`config.mk`:
```
export PLATFORM = sky130hd
export DESIGN_NAME = flash_write_order_guard
export DESIGN_NICKNAME = d
export VERILOG_FILES = /design/src/sv/fwog_pkg.sv /design/src/sv/flash_write_order_guard.sv
export SDC_FILE = /design/constraint.sdc
export NUM_CORES = 1
export LEC_CHECK = 0
export BUFFER_PORTS_ARGS = -buffer_cell sky130_fd_sc_hd__buf_4
export CAP_MARGIN = 25
export CORE_ASPECT_RATIO = 1.75
export CORE_MARGIN = 1.5
export CORE_UTILIZATION = 35
export CTS_BUF_LIST = sky130_fd_sc_hd__clkbuf_4 sky130_fd_sc_hd__clkbuf_8
export DETAILED_ROUTE_END_ITERATION = 6
export PLACE_DENSITY = 0.52
export SLEW_MARGIN = 5
export SYNTH_ARGS = -nofsm -noshare
export SYNTH_HDL_FRONTEND = slang
export SYNTH_SLANG_ARGS = --single-unit
export TNS_END_PERCENT = 30
```
`constraint.sdc`:
```
create_clock -name clk -period 6.75 [get_ports clk]
set_input_delay 0.675 -clock clk [delete_from_list [all_inputs] [get_ports clk]]
set_output_delay 0.675 -clock clk [all_outputs]
set_load 0.02 [all_outputs]
```
`src/sv/fwog_pkg.sv`:
```
// types and constants shared by the flash write order guard
package fwog_pkg;

  localparam int unsigned SLOT_COUNT = 2;

  localparam logic OP_ERASE = 1'b0;
  localparam logic OP_WRITE = 1'b1;

  localparam logic [1:0] REG_SLOT_A_SIZE = 2'd0;
  localparam logic [1:0] REG_SLOT_B_SIZE = 2'd1;
  localparam logic [1:0] REG_GRANULE_LOG2 = 2'd2;

  typedef enum logic [2:0] {
    ST_OK         = 3'd0,
    ST_BAD_PACKET = 3'd1,
    ST_BAD_ARG    = 3'd2,
    ST_NOT_ERASED = 3'd3,
    ST_SIZE       = 3'd4,
    ST_FLASH_ERR  = 3'd5
  } status_t;

  typedef struct packed {
    logic        op;
    logic [7:0]  slot_number;
    logic [31:0] write_offset;
    logic [15:0] write_length;
    logic        flash_ok;
  } in_t;

  typedef struct packed {
    status_t     status;
    logic        flash_issue;
    logic [31:0] echo_offset;
  } out_t;

endpackage

```
`src/sv/flash_write_order_guard.sv`:
```
// flash write order guard: checks erase and program ordering in an update session
//
//   channel | direction | handshake            | payload
//   in_     | in        | in_valid / in_stall   | in_t  (op, slot, offset, length, flash_ok)
//   out_    | out       | out_valid / out_stall | out_t (status, flash_issue, echo_offset)
//   cfg_    | in        | apb psel/penable      | slot sizes, write granule log2
//
// one transaction per cycle sustained while out_stall is low; a result passes through the input
// register, then the result register, set by the single check stage
// session state updates as a transaction leaves the input register, so the next
// one is checked against it with no bubble
// reset is synchronous, active low; it clears the session and sets the granule to 4 bytes
// out_stall holds the result register; with both registers full it raises in_stall at once
module flash_write_order_guard
  import fwog_pkg::*;
(
  input  logic        clk,
  input  logic        rst_n,
  input  logic        in_valid,
  output logic        in_stall,
  input  in_t         in_data,
  output logic        out_valid,
  input  logic        out_stall,
  output out_t        out_data,
  input  logic        cfg_psel,
  input  logic        cfg_penable,
  input  logic        cfg_pwrite,
  input  logic [3:0]  cfg_paddr,
  input  logic [31:0] cfg_pwdata,
  output logic [31:0] cfg_prdata,
  output logic        cfg_pready
);

  logic [31:0] slot_a_size_r;
  logic [31:0] slot_b_size_r;
  logic [3:0]  granule_log2_r;

  logic        target_slot_r;
  logic        erased_mark_r;
  logic        header_mark_r;
  logic [31:0] high_water_r;

  logic        s1_valid_r;
  in_t         s1_data_r;
  logic        out_valid_r;
  out_t        out_data_r;

  logic        s1_advance;
  logic        cfg_write;
  logic [31:0] mask;
  logic [31:0] size;
  logic [31:0] len_ext;
  logic [31:0] end_off;
  logic        upd_erase;
  logic        upd_write;
  out_t        res_nxt;

  // handshake
  assign s1_advance = s1_valid_r && (!out_valid_r || !out_stall);
  assign in_stall   = s1_valid_r && !s1_advance;
  assign out_valid  = out_valid_r;
  assign out_data   = out_data_r;

  // configuration
  assign cfg_pready = 1'b1;
  assign cfg_write  = cfg_psel && cfg_penable && cfg_pwrite && cfg_pready;

  always_comb begin
    unique case (cfg_paddr[3:2])
      REG_SLOT_A_SIZE:  cfg_prdata = slot_a_size_r;
      REG_SLOT_B_SIZE:  cfg_prdata = slot_b_size_r;
      REG_GRANULE_LOG2: cfg_prdata = {28'd0, granule_log2_r};
      default:          cfg_prdata = 32'd0;
    endcase
  end

  always_ff @(posedge clk) begin
    if (!rst_n) begin
      slot_a_size_r  <= 32'd0;
      slot_b_size_r  <= 32'd0;
      granule_log2_r <= 4'd2;
    end else if (cfg_write) begin
      unique case (cfg_paddr[3:2])
        REG_SLOT_A_SIZE:  slot_a_size_r <= cfg_pwdata;
        REG_SLOT_B_SIZE:  slot_b_size_r <= cfg_pwdata;
        REG_GRANULE_LOG2: granule_log2_r <= cfg_pwdata[3:0];
        default: ;
      endcase
    end
  end

  // checks
  assign mask    = (32'd1 << granule_log2_r) - 32'd1;
  assign size    = target_slot_r ? slot_b_size_r : slot_a_size_r;
  assign len_ext = {16'd0, s1_data_r.write_length};
  assign end_off = s1_data_r.write_offset + len_ext;

  always_comb begin
    res_nxt.status      = ST_OK;
    res_nxt.flash_issue = 1'b0;
    res_nxt.echo_offset = 32'd0;
    upd_erase           = 1'b0;
    upd_write           = 1'b0;
    if (s1_data_r.op == OP_ERASE) begin
      priority if ({24'd0, s1_data_r.slot_number} >= 32'(SLOT_COUNT)) begin
        res_nxt.status = ST_BAD_ARG;
      end else if (!s1_data_r.flash_ok) begin
        res_nxt.status      = ST_FLASH_ERR;
        res_nxt.flash_issue = 1'b1;
      end else begin
        res_nxt.flash_issue = 1'b1;
        upd_erase           = 1'b1;
      end
    end else begin
      priority if (s1_data_r.write_length == 16'd0) begin
        res_nxt.status = ST_BAD_PACKET;
      end else if (!erased_mark_r) begin
        res_nxt.status = ST_NOT_ERASED;
      end else if ((s1_data_r.write_offset & mask) != 32'd0 ||
                   (len_ext & mask) != 32'd0) begin
        res_nxt.status = ST_BAD_ARG;
      end else if (s1_data_r.write_offset == 32'd0 && header_mark_r) begin
        res_nxt.status = ST_NOT_ERASED;
      end else if (s1_data_r.write_offset != 32'd0 &&
                   s1_data_r.write_offset < high_water_r) begin
        res_nxt.status = ST_NOT_ERASED;
      end else if (s1_data_r.write_offset > size ||
                   len_ext > size - s1_data_r.write_offset) begin
        res_nxt.status = ST_SIZE;
      end else if (!s1_data_r.flash_ok) begin
        res_nxt.status      = ST_FLASH_ERR;
        res_nxt.flash_issue = 1'b1;
      end else begin
        res_nxt.flash_issue = 1'b1;
        res_nxt.echo_offset = s1_data_r.write_offset;
        upd_write           = 1'b1;
      end
    end
  end

  // session state
  always_ff @(posedge clk) begin
    if (!rst_n) begin
      target_slot_r <= 1'b0;
      erased_mark_r <= 1'b0;
      header_mark_r <= 1'b0;
      high_water_r  <= 32'd0;
    end else if (s1_advance) begin
      if (upd_erase) begin
        target_slot_r <= s1_data_r.slot_number[0];
        erased_mark_r <= 1'b1;
        header_mark_r <= 1'b0;
        high_water_r  <= 32'd0;
      end else if (upd_write) begin
        if (s1_data_r.write_offset == 32'd0) begin
          header_mark_r <= 1'b1;
        end
        if (end_off > high_water_r) begin
          high_water_r <= end_off;
        end
      end
    end
  end

  // pipeline registers
  always_ff @(posedge clk) begin
    if (!rst_n) begin
      s1_valid_r  <= 1'b0;
      out_valid_r <= 1'b0;
    end else begin
      if (!in_stall) begin
        s1_valid_r <= in_valid;
      end
      if (s1_advance) begin
        out_valid_r <= 1'b1;
      end else if (!out_stall) begin
        out_valid_r <= 1'b0;
      end
    end
  end

  always_ff @(posedge clk) begin
    if (!in_stall && in_valid) begin
      s1_data_r <= in_data;
    end
    if (s1_advance) begin
      out_data_r <= res_nxt;
    end
  end

  a_hw_needs_erase: assert property (@(posedge clk) disable iff (!rst_n)
    !erased_mark_r |-> high_water_r == 32'd0 && !header_mark_r)
    else $error("write progress recorded without an erased slot");

  a_erase_arms: assert property (@(posedge clk) disable iff (!rst_n)
    $rose(erased_mark_r) |-> $past(s1_advance && s1_data_r.op == OP_ERASE))
    else $error("session armed by something other than an erase");

  a_issue_status: assert property (@(posedge clk) disable iff (!rst_n)
    out_valid_r && out_data_r.flash_issue |->
      out_data_r.status == ST_OK || out_data_r.status == ST_FLASH_ERR)
    else $error("flash issued on a rejected transaction");

  a_echo_ok: assert property (@(posedge clk) disable iff (!rst_n)
    out_valid_r && out_data_r.echo_offset != 32'd0 |->
      out_data_r.status == ST_OK && out_data_r.flash_issue)
    else $error("offset echoed on an unsuccessful transaction");

endmodule

```
==> results of run 1 <==
-- worst max path at each step --
stage / cells after the start / from / slack [ps] / end
2_1_floorplan: 24 / s1_data_r[17] / 1770 / high_water_r[10]
3_3_place_gp: 23 / s1_data_r[17] / 850 / high_water_r[3]
3_5_place_dp: 23 / s1_data_r[17] / 820 / high_water_r[10]
4_1_cts: 23 / s1_data_r[17] / 810 / high_water_r[5]
5_1_grt: 23 / s1_data_r[17] / 470 / high_water_r[4]
6_report: 23 / s1_data_r[17] / 850 / high_water_r[5]
-- sequential cells by signal, summed over array words and instances (netlist names) --
register / flops
granule_log2_r: 4
out_valid: 1
s1_valid_r: 1
out_data: 36
slot_b_size_r: 32
slot_a_size_r: 32
header_mark_r: 1
erased_mark_r: 1
len_ext: 16
target_slot_r: 1
s1_data_r: 42
high_water_r: 32
-- where the power goes --
part	switching, mW	total (mW)	leakage [nW]	internal [mW]
sequential	0.0458	1.34	1.77	1.30
clock	0.460	0.757	0.173	0.297
combinational	0.264	0.462	4.34	0.199
total	0.770	2.56	6.28	1.79
-- cells in the final DEF, fill, tap and decap left out, drive strengths merged, types with 4 or more instances in the layout --
master    instances
a211o             7
a211oi           12
a21o             36
a21oi           139
a221oi            5
a2bb2o           14
a31oi             6
and2             10
and3             36
and4              7
buf             181
clkbuf           17
clkinvlp          6
dfxtp           105
edfxtp           94
ha              129
inv              89
mux2             31
mux2i            41
nand2           189
nand2b           14
nand3            21
nand4            33
nor2            106
nor2b             9
nor3             36
nor4             15
o2111ai           4
o211ai            9
o21a             14
o21ai            45
o21bai            5
o22ai             7
o2bb2ai          18
o31ai             8
or2               4
or3               9
xnor2            41
xor2              6
-- routing by layer --
layer  track usage (%)  wire length, µm  up-vias
li1                  -                -     5563
met1              22.7            15800     5211
met2              37.6            20900      284
met3              2.49             1390       76
met4              12.0             1960        0
met5                 0                0        -
-- logic make-up (layout without fill, tap and decap cells) --
logic type / Yosys count / count (layout) / synth area share (%)
xor+xnor: 47 / 47 / 3.11
mux: 72 / 72 / 5.74
flops: 199 / 199 / 37.2
fa+ha+maj: 131 / 131 / 12.5
other cells: 1 / 2 / 0.0283
buf+inv: 149 / 295 / 4.58
compound gates: 358 / 358 / 19.0
simple gates: 497 / 497 / 17.9
-- final cells by class --
cell class                 count  share of cell area (%)
antenna                        1                  0.0164
inverter                      82                    2.01
multi-input combinational   1106                    50.5
sequential                   199                    32.2
clock inverter                15                   0.908
tap                          480                    3.93
timing repair buffer         181                    8.91
clock buffer                  17                    1.53
-- through the flow --
| stage | util, % | area [µm²] | cells |
|---|---|---|---|
| floorplan | - | 13200 | 1454 |
| global placement | 39.8 | 14900 | 2047 |
| detailed placement | 39.8 | 14900 | 2047 |
| CTS | 40.8 | 15300 | 2079 |
| global route | 40.9 | 15300 | 2081 |
| finish | 40.9 | 15300 | 2081 |
==> results.txt, run 1 <==
The worst setup path is launched from a flip-flop. The worst-case hold path end point is s1_data_r[49]. The number of nets handed over by synthesis was 1,686. The minimum setup slack among reg-to-reg paths is about 850 ps. In the synthesized netlist the async set-or-reset flop fraction comes to 0%. The static power due to leakage is ~6.3 nW. The measured slew at the worst slew-check pin came out at 974 ps. The first TritonRoute pass finished after 7 iterations. The startpoint identified for the worst register-to-register timing path is s1_data_r[17]. At the later pin of the worst-skew pair, clock insertion delay measures 520 ps. Setup repair after global routing left no endpoint under its margin. The destination of the worst register-to-register timing path is high_water_r[5]. The DRC violations left came out at 0. In this run the power density over the cells is ~170 nW/µm².

The first global-routing pass estimated around 61 mm of wire. In this run the worst hold path is classified as in2reg. The worst setup path is captured at a flip-flop. The combined global-route utilization of all metal layers is between 20 and 25%. The post-cts sizing count came out at 0. Synthesis produced between 1,000 and 1,500 cells. The number of nets in the layout is ~1,800. The count of buffers inserted at the top-level ports is ~170. The highest cell delay on the worst timing path came out at between 500 and 600 ps. The total CTS buffers is 17. The number of fill cells came out at 3,838.

The total of hold buffers inserted after clock tree synthesis is 0. Counting instances, the worst hold path has a depth of 1. The max-slew violation total from the final report is 0. The most common cell in the netlist is sky130_fd_sc_hd__nand2_1. Global routing finished with a remaining overflow of 0. For the final routed database, the setup TNS stands at 0 ps. The number of synthesized flops with an enable pin is 94.

The worst setup skew after layout came out at about 26 ps. The number of clock sinks seen by CTS is approximately 200. The routed wirelength normalized by instance count is a little under 20 µm. The floorplan step defined a die boundary enclosing 39,000 µm². The H-tree was split into 4 levels. The worst vdd rail ir drop is 0.000114 V.

The share of layout cells above drive strength 1 is 17.4%. The sum of buffers and inverters on the critical path came out at 1. Summing the sequential cell areas from Yosys gives 37.2% of the chip area.

The largest fanout of any net on the critical path is 31. The number of top-level pins came out at 172. Data on the critical path arrives at its endpoint at ~6300 ps.

Measured along the y axis, the die boundary spans roughly 260 µm. The final period demand of the worst path came out at approximately 6000 ps. Among the stages of the critical path, the cell type that occurs most often is sky130_fd_sc_hd__nor2_1. The worst setup slack after placement came out at 819 ps. The violation count after the first detailed-routing iteration is roughly 690. After clock tree synthesis, the clock-pin slew on the worst setup and hold paths is 120 ps. For this design, the slowest cell found on the critical path is sky130_fd_sc_hd__edfxtp_1. Entering global routing, the biggest net connects 72 pins. The synthesized area per cell is a little over 9 µm². The post-synthesis register bit count came out at between 150 and 200. The number of warnings reported in the yosys synthesis log came out at 0.

The area of the core came out at roughly 37,000 µm². Among cell families on the critical path, the largest total delay comes from compound AO/OA/AOI/OAI gates. After legalization and detailed placement, the total HPWL measured between 30 and 40 mm.

The register cell area after layout is 4920 µm². In the finished design, the share of the clock period the worst path needs comes to approximately 87%. The final critical-path setup slack came out at 852 ps.

In this run the clock root is driven by a sky130_fd_sc_hd__clkbuf_8. The floorplan die width is around 150 µm. Among all flip-flop cells after synthesis, the most frequent one is sky130_fd_sc_hd__dfxtp_1. The unique cell type count in the Yosys netlist came out at 77. Setup violations remaining at the end of the flow were counted as 0.

The post-synthesis cell area came out at 13,200 µm². The via count of the first global-routing pass came to 11,000. The worst hold path begins at in_data[49].

The most area-hungry cell type in the Yosys netlist is sky130_fd_sc_hd__edfxtp_1. Final hold analysis gives a worst-case slack of 325 ps. The flow ran to the end, and the final reports show no timing, DRC or antenna violations. The initial cell density of the core came out at 35.4%. The fmax came out at between 150 and 200 MHz.

From synthesis to final layout, the design area changed by 15.5%. The detailed-route vias per instance came out at 5.35. For this block, the via count after detailed routing is approximately 11,000.

Measured in cells, the most critical reg-to-reg path has a length of 23. The required time at the worst-slack endpoint came out at about 7000 ps. The initial antenna violation count came out at 1. The count of endpoints failing hold in the final timing report came out at 0. The global placement routability congestion is roughly 0.90. After detailed routing, the total wire length is between 40 and 50 mm. The overall power consumption came out at 2.56 mW. TritonCTS built the clock tree. The commonest cells after synthesis are 189 x sky130_fd_sc_hd__nand2_1, 138 x sky130_fd_sc_hd__a21oi_1, 129 x sky130_fd_sc_hd__ha_1. Traced cell by cell, the critical path runs through ha_1 > fa_1 > a21o_1 > a21oi_1 > o21bai_1 > a21oi_1 > nor3_1 > o31ai_1 > o21a_1 > nor2_1 > xnor2_1 > ha_1 > nand4_1 > nor2_1 > nand3_1 > or3_1 > nor2_1 > a211oi_1 > nor2_1 > nand4_1 > o21ai_2 > buf_4 > a2bb2o_4. The top cell type by area accounts for approximately a fifth of the synthesized area. The footprint of the multi-input gates came out at 7720 µm². The initialized floorplan defines between 90 and 100 standard-cell rows.

Across the run, the number of max-cap violations was 0. The post-CTS repair timing setup buffer count came out at 0. By area the synthesized netlist is led by sky130_fd_sc_hd__edfxtp_1 21%, sky130_fd_sc_hd__dfxtp_1 16%, sky130_fd_sc_hd__ha_1 12%. The relative max-transition margin came out at between 30% and 40%. Counting along the longest clock path gives a buffer depth of 2. The kind of critical path is reg2reg. The remaining number of nets flagged by the antenna check after routing is 0.
No activity file was read; power rests on OpenSTA's default activity.
==> inputs of run 2 (changes only) <==
- PLACE_DENSITY: 0.52 -> 0.62
==> results.txt, run 2 (synthesis gave the netlist of run 1 again) <==
The area of the core came out at ~37,000 µm². The number of setup violations in the final report is 0. The number of clock sinks seen by CTS came out at just under 200.

The root cell of the clock tree is sky130_fd_sc_hd__clkbuf_8. Between clock sinks in the finished design, the worst skew comes to 24.2 ps. The path class of the tightest hold or removal check is in2reg.

The die outline height came out at about 260 µm. Setup repair after global routing left no endpoint under its margin. Once the clock tree was built, the resizer swapped 0 gates to a different size.

s1_data_r holds more flip-flops than any other register. The final period demand of the worst path came out at ~5800 ps. The largest fanout of any net on the critical path came out at 31. The clock transition time at the flip-flop clock pins of the worst setup and hold paths is between 100 and 150 ps. The power per cell area came out at ~170 nW/µm². The global placement routability congestion is around 0.95. No sink is reached through more buffers than the 2 on the longest clock path. The relative max-transition margin came out at between 30% and 40%. In the post-route analysis, the smallest setup slack over all paths is 918 ps. The sort of element at the start of the critical path is a flip-flop. TritonCTS built the clock tree. The worst setup path is of the reg2reg kind.

The count of buffers inserted at the top-level ports came out at between 150 and 200. The commonest non-fill, non-tap cell in the layout is sky130_fd_sc_hd__nand2_1. The worst-case IR drop observed on VDD is around 0.000093 V. The row count came out at between 90 and 100. The static power due to leakage came out at 6.31 nW. The routed wirelength normalized by instance count is 19.1 µm. The number of nets in the layout is 1,819.

The detailed router placed 11,400 vias in this run. The area growth from synthesis to layout is 15.7%. The count of endpoints failing hold in the final timing report came out at 0. The via count of the first global-routing pass came out at 11,300. OpenSTA, run right after detailed placement, puts the worst setup slack at between 900 and 1000 ps. The first TritonRoute pass finished after 6 iterations. The first-pass GRT wire length came out at a little over 60 mm. The cell occurring most often along the worst timing path is sky130_fd_sc_hd__nor2_1.

Across the run, the number of max-cap violations was 0. Walking the worst path, the cells encountered are fa_1 > a21o_1 > a21oi_1 > o21bai_1 > a21oi_1 > nor3_1 > o31ai_1 > o21a_1 > nor2_1 > xnor2_1 > ha_1 > nand4_1 > nor2_1 > nand3_1 > or3_1 > nor2_1 > a211oi_1 > nor2_1 > nand4_1 > o21ai_2 > buf_4 > a2bb2o_4. The total CTS buffers is 17. At the later pin of the worst-skew pair, clock insertion delay measures 530 ps. In the layout the commonest cells are 189 x sky130_fd_sc_hd__nand2_1, 180 x sky130_fd_sc_hd__buf_4, 138 x sky130_fd_sc_hd__a21oi_1, 129 x sky130_fd_sc_hd__ha_1. For this run, the top clock speed supported by timing is roughly 170 MHz. In the routed design, unresolved DRC markers number 0. The detailed-route vias per instance came out at approximately 5.5. The final design utilization is approximately two fifths. The post-CTS repair timing setup buffer count came out at 0. Measured along the x axis, the die boundary spans around 150 µm. The initial cell density of the core came out at between 30% and 40%. Along the worst hold path, the cell count comes to 1. The number of cell instances on the worst register-to-register path came out at 22. The remaining number of nets flagged by the antenna check after routing came out at 0. The total negative slack for setup checks is 0 ps. Data on the critical path is required at its endpoint by between 7000 and 8000 ps. The worst setup path is captured at a flip-flop. The ratio of final minimum period to clock period came out at 86.4%. In the final layout, the share of cells above drive strength 1 is 17.3%.

The measured slew at the worst slew-check pin came out at roughly 930 ps. The overall overflow remaining after global route is 0. The number of flip-flops in the largest register came out at 42.

The worst path arrival time came out at approximately 6300 ps. The placed wire-length estimate after detailed placement came out at approximately 31 mm. The combined global-route utilization of all metal layers is 20.5%. The initial antenna violation count was 1.

The highest cell delay on the worst timing path came out at 610 ps. The violation count after the first detailed-routing iteration came out at about 770. The number of top-level pins came out at 172. The maximum number of pins on one net before global-route repair came out at 75. The overall die area came out at 39,000 µm². The max-slew violation total from the final report is 0.

The run finished with clean final reports. Wires add up to 39.6 mm. The number of H-tree levels came out at 4. The slowest library cell on the worst path is sky130_fd_sc_hd__edfxtp_1.

The total of hold buffers inserted after clock tree synthesis is 0.
==> run 2: cell count changes in the layout (fill, tap and decap cells not counted), sizes merged <==
| cell | before | now |
|---|---|---|
| clkinvlp | 6 | 1 |
| clkinv | 1 | 6 |
==> run 2: path summary, 6_finish.rpt <==
check                         from               end  slack, ps
setup / recovery     s1_data_r[18]   high_water_r[4]        920
hold / removal         in_data[30]     s1_data_r[30]        320
setup reg to reg     s1_data_r[18]   high_water_r[4]        920
hold reg to reg   slot_a_size_r[7]  slot_a_size_r[7]        470
==> run 2: critical path, delay by kind of cell, from the launching register on <==
family,cells,cell delay (ps)
compound gates,9,1990
xor+xnor,1,160
simple gates,9,1710
fa+ha+maj,2,830
buf+inv,1,400
flops,1,610
==> run 2: stage by stage <==
step	total power [mW]	cell area, µm²	hold WS (ps)	std cells
2_1_floorplan	1.66	13200	446	1454
3_3_place_gp	1.82	14900	452	2047
6_report	2.60	15300	321	2081
3_5_place_dp	1.83	14900	457	2047
5_1_grt	2.72	15300	290	2081
4_1_cts	2.63	15300	276	2079
==> run 2: area by class of cell <==
type	count	area, µm²
repair buffers	181	1360
clock buffers	17	234
inverters	82	308
flip-flops and latches	199	4920
fillers	3733	22100
clock inverters	15	163
multi-input cells	1106	7720
diodes	1	2.50
well taps	480	601
==> run 2: where the power goes <==
part	switching (mW)	internal [mW]
clock network	0.479	0.308
registers	0.0486	1.30
logic	0.263	0.199
==> run 2: routing by layer <==
layer | global-route usage (%) | wire (µm) | vias up
met5 | 0 | 0 | -
met2 | 36.8 | 20300 | 361
li1 | - | - | 5564
met4 | 12.1 | 2140 | 0
met1 | 22.7 | 15500 | 5405
met3 | 2.67 | 1680 | 92
==> inputs of run 3 (changes only) <==
- CTS_BUF_LIST: sky130_fd_sc_hd__clkbuf_4 sky130_fd_sc_hd__clkbuf_8 -> sky130_fd_sc_hd__clkbuf_4
==> results.txt, run 3 (synthesis gave the netlist of run 1 again) <==
STA classifies the critical path endpoint as a flip-flop. The row count is 94. The number of fill cells came out at about 3,800. The combined global-route utilization of all metal layers is between 20% and 30%. After layout, the design draws a total of 2.47 mW. The area of the core is ~37,000 µm². The worst path arrival time came out at roughly 6400 ps. The library cell used most frequently in the layout, excluding fill and tap cells, is sky130_fd_sc_hd__nand2_1. The critical path goes through buf_4 > mux2_2 > ha_1 > a21oi_1 > o21ai_1 > a211o_1 > or2_2 > xnor2_1 > ha_1 > nand4_1 > a2111o_1 > o211ai_1 > nand4_1 > nor4_1 > o211a_1 > nand4_4 > buf_4 > and3_4 > a2bb2o_4.

The worst vdd rail ir drop came out at roughly 0.000093 V. The post-cts sizing count is 0. STA puts the critical path data required time at roughly 7300 ps.

In the layout the commonest cells are 189 x sky130_fd_sc_hd__nand2_1, 180 x sky130_fd_sc_hd__buf_4, 138 x sky130_fd_sc_hd__a21oi_1, 129 x sky130_fd_sc_hd__ha_1. The routed length on met2 is 19.9 mm. The number of setup violations in the final report is 0. The sum of buffers and inverters on the critical path is 2. In the final routed layout, each cell accounts on average for 18.9 µm. The initial antenna violation count is 1. Clock tree synthesis selected as its root buffer the cell sky130_fd_sc_hd__clkbuf_4. The global placement routability congestion is approximately 0.95.

The count of buffers inserted at the top-level ports came out at 168. The total CTS buffers came out at 17. The number of nets in the layout is between 1,500 and 2,000.

The count of endpoints failing hold in the final timing report came out at 0. The area growth from synthesis to layout came out at 14.9%. In this run the power density over the cells is 163 nW/µm².

Counting every sink on the clock net gives 199. The remaining number of nets flagged by the antenna check after routing came out at 0. The clock tree synthesis step divided the H-tree into 4 levels. Clock-pin slew was measured on the worst setup and hold paths at roughly 200 ps.

In this run the critical register-to-register path is launched from target_slot_r. The floorplan die width is about 150 µm. The analysis attributes to cell leakage a power of 6.27 nW. Among cell families on the critical path, the largest total delay comes from compound AO/OA/AOI/OAI gates. The flow ran to the end, and the final reports show no timing, DRC or antenna violations. The violation count after the first detailed-routing iteration came out at around 650. The sort of element at the start of the critical path is a flip-flop. For this configuration, the core starts out at a cell density of 35.4%. The total negative slack for setup checks came out at 0 ps. The final design utilization came out at 40.7%. The via count of the first global-routing pass came out at about 11,000. The maximum number of pins on one net before global-route repair came out at between 70 and 80. The post-CTS repair timing setup buffer count came out at 0. The startpoint of the most critical setup path is target_slot_r. The start point of the worst hold path is in_data[30]. The sum of met3 wire segment lengths after detailed routing came out at 1.67 mm. After detailed routing, the number of remaining DRC violations is 0. The ratio of final minimum period to clock period is just under 90%.

Clock latency on the worst-skew pair, taken at its later pin, is roughly 700 ps. The max-capacitance violation count is 0. The share of layout cells above drive strength 1 came out at 17.3%.

The final period demand of the worst path is around 6000 ps. The uppermost layer routed is met4. The overall overflow remaining after global route came out at 0.

The total wirelength of the detailed-routed design is slightly below 40 mm. The register with the most flip-flops in the final layout is s1_data_r. For this design, the CTS-stage hold fixing added 0 buffers. The slowest stage of the critical path belongs to the cell sky130_fd_sc_hd__dfxtp_1. Across all hold checks on the routed design, the worst slack comes to 160 ps. The count of TritonRoute iterations in the first routing pass came out at 6.

The post-route met1 wirelength came out at between 15 and 20 mm. The kind of critical path is reg2reg. The vias after detailed routing is around 11,000. The number of top-level pins came out at around 170. Using the TritonRoute via totals, the vias-per-cell ratio works out to between 5 and 6.

TritonCTS built the clock tree. The fmax came out at 170 MHz. The placed wire-length estimate after detailed placement came out at a little over 30 mm.

The die outline height came out at around 260 µm. The number of flip-flops in the largest register is 42. The tightest min-delay check is of the in2reg type. The highest cell delay on the worst timing path is 680 ps. The first global-routing pass estimated around 61 mm of wire. The max-slew violation total from the final report is 0.

Setup repair after global routing left no endpoint under its margin. The overall die area is between 30,000 and 40,000 µm². The worst-case clock buffer depth came out at 2.

The relative max-transition margin came out at about a third. The largest fanout of any net on the critical path is 37. The measured slew at the worst slew-check pin is between 900 and 1000 ps. For the final database, setup skew stands at roughly 33 ps.
==> run 3: cell counts in the layout (fill, tap and decap cells not counted) <==
No cell type changed its count.
==> run 3: worst paths after layout <==
check / to / slack [ps] / cells after the start
max: high_water_r[3] / 880 / 19
min: s1_data_r[30] / 160 / 1
max reg2reg: high_water_r[3] / 880 / 19
min reg2reg: slot_a_size_r[23] / 480 / 2
==> run 3: stage by stage <==
stage	std cells	worst slack [ps]	area [µm²]
after CTS	2079	889	15200
final	2081	879	15200
after global routing	2081	383	15200
after floorplan	1454	1770	13200
after detailed placement	2047	949	14900
after global placement	2047	986	14900
==> run 3: final cells by class <==
class	instances	area, µm²	area share (%)
multi-input combinational	1106	7720	50.8
sequential	199	4920	32.4
timing repair buffer	181	1360	8.96
tap	480	601	3.95
inverter	82	308	2.02
clock inverter	15	163	1.07
clock buffer	17	128	0.839
antenna	1	2.50	0.0165
==> run 3: power breakdown <==
part           switching (mW)  internal, mW  leakage, nW  total, mW
clock network           0.464         0.200        0.157      0.664
registers              0.0480          1.30         1.77       1.35
logic                   0.262         0.199         4.34      0.461
total                   0.775          1.70         6.27       2.47
==> run 3: worst register-to-register path, cell delays in order (launching register included) <==
cell and delay [ps]:
sky130_fd_sc_hd__dfxtp_1 680, sky130_fd_sc_hd__buf_4 450, sky130_fd_sc_hd__mux2_2 420, sky130_fd_sc_hd__ha_1 370, sky130_fd_sc_hd__a21oi_1 240, sky130_fd_sc_hd__o21ai_1 170
sky130_fd_sc_hd__a211o_1 320, sky130_fd_sc_hd__or2_2 320, sky130_fd_sc_hd__xnor2_1 140, sky130_fd_sc_hd__ha_1 300, sky130_fd_sc_hd__nand4_1 180, sky130_fd_sc_hd__a2111o_1 360
sky130_fd_sc_hd__o211ai_1 150, sky130_fd_sc_hd__nand4_1 180, sky130_fd_sc_hd__nor4_1 280, sky130_fd_sc_hd__o211a_1 250, sky130_fd_sc_hd__nand4_4 90, sky130_fd_sc_hd__buf_4 240
sky130_fd_sc_hd__and3_4 350, sky130_fd_sc_hd__a2bb2o_4 270
==> run 3: metal layers <==
metal	global-route usage (%)	up-vias
met5	0	-
met4	13.6	0
met3	2.58	118
met2	36.4	367
met1	22.3	5352
li1	-	5562
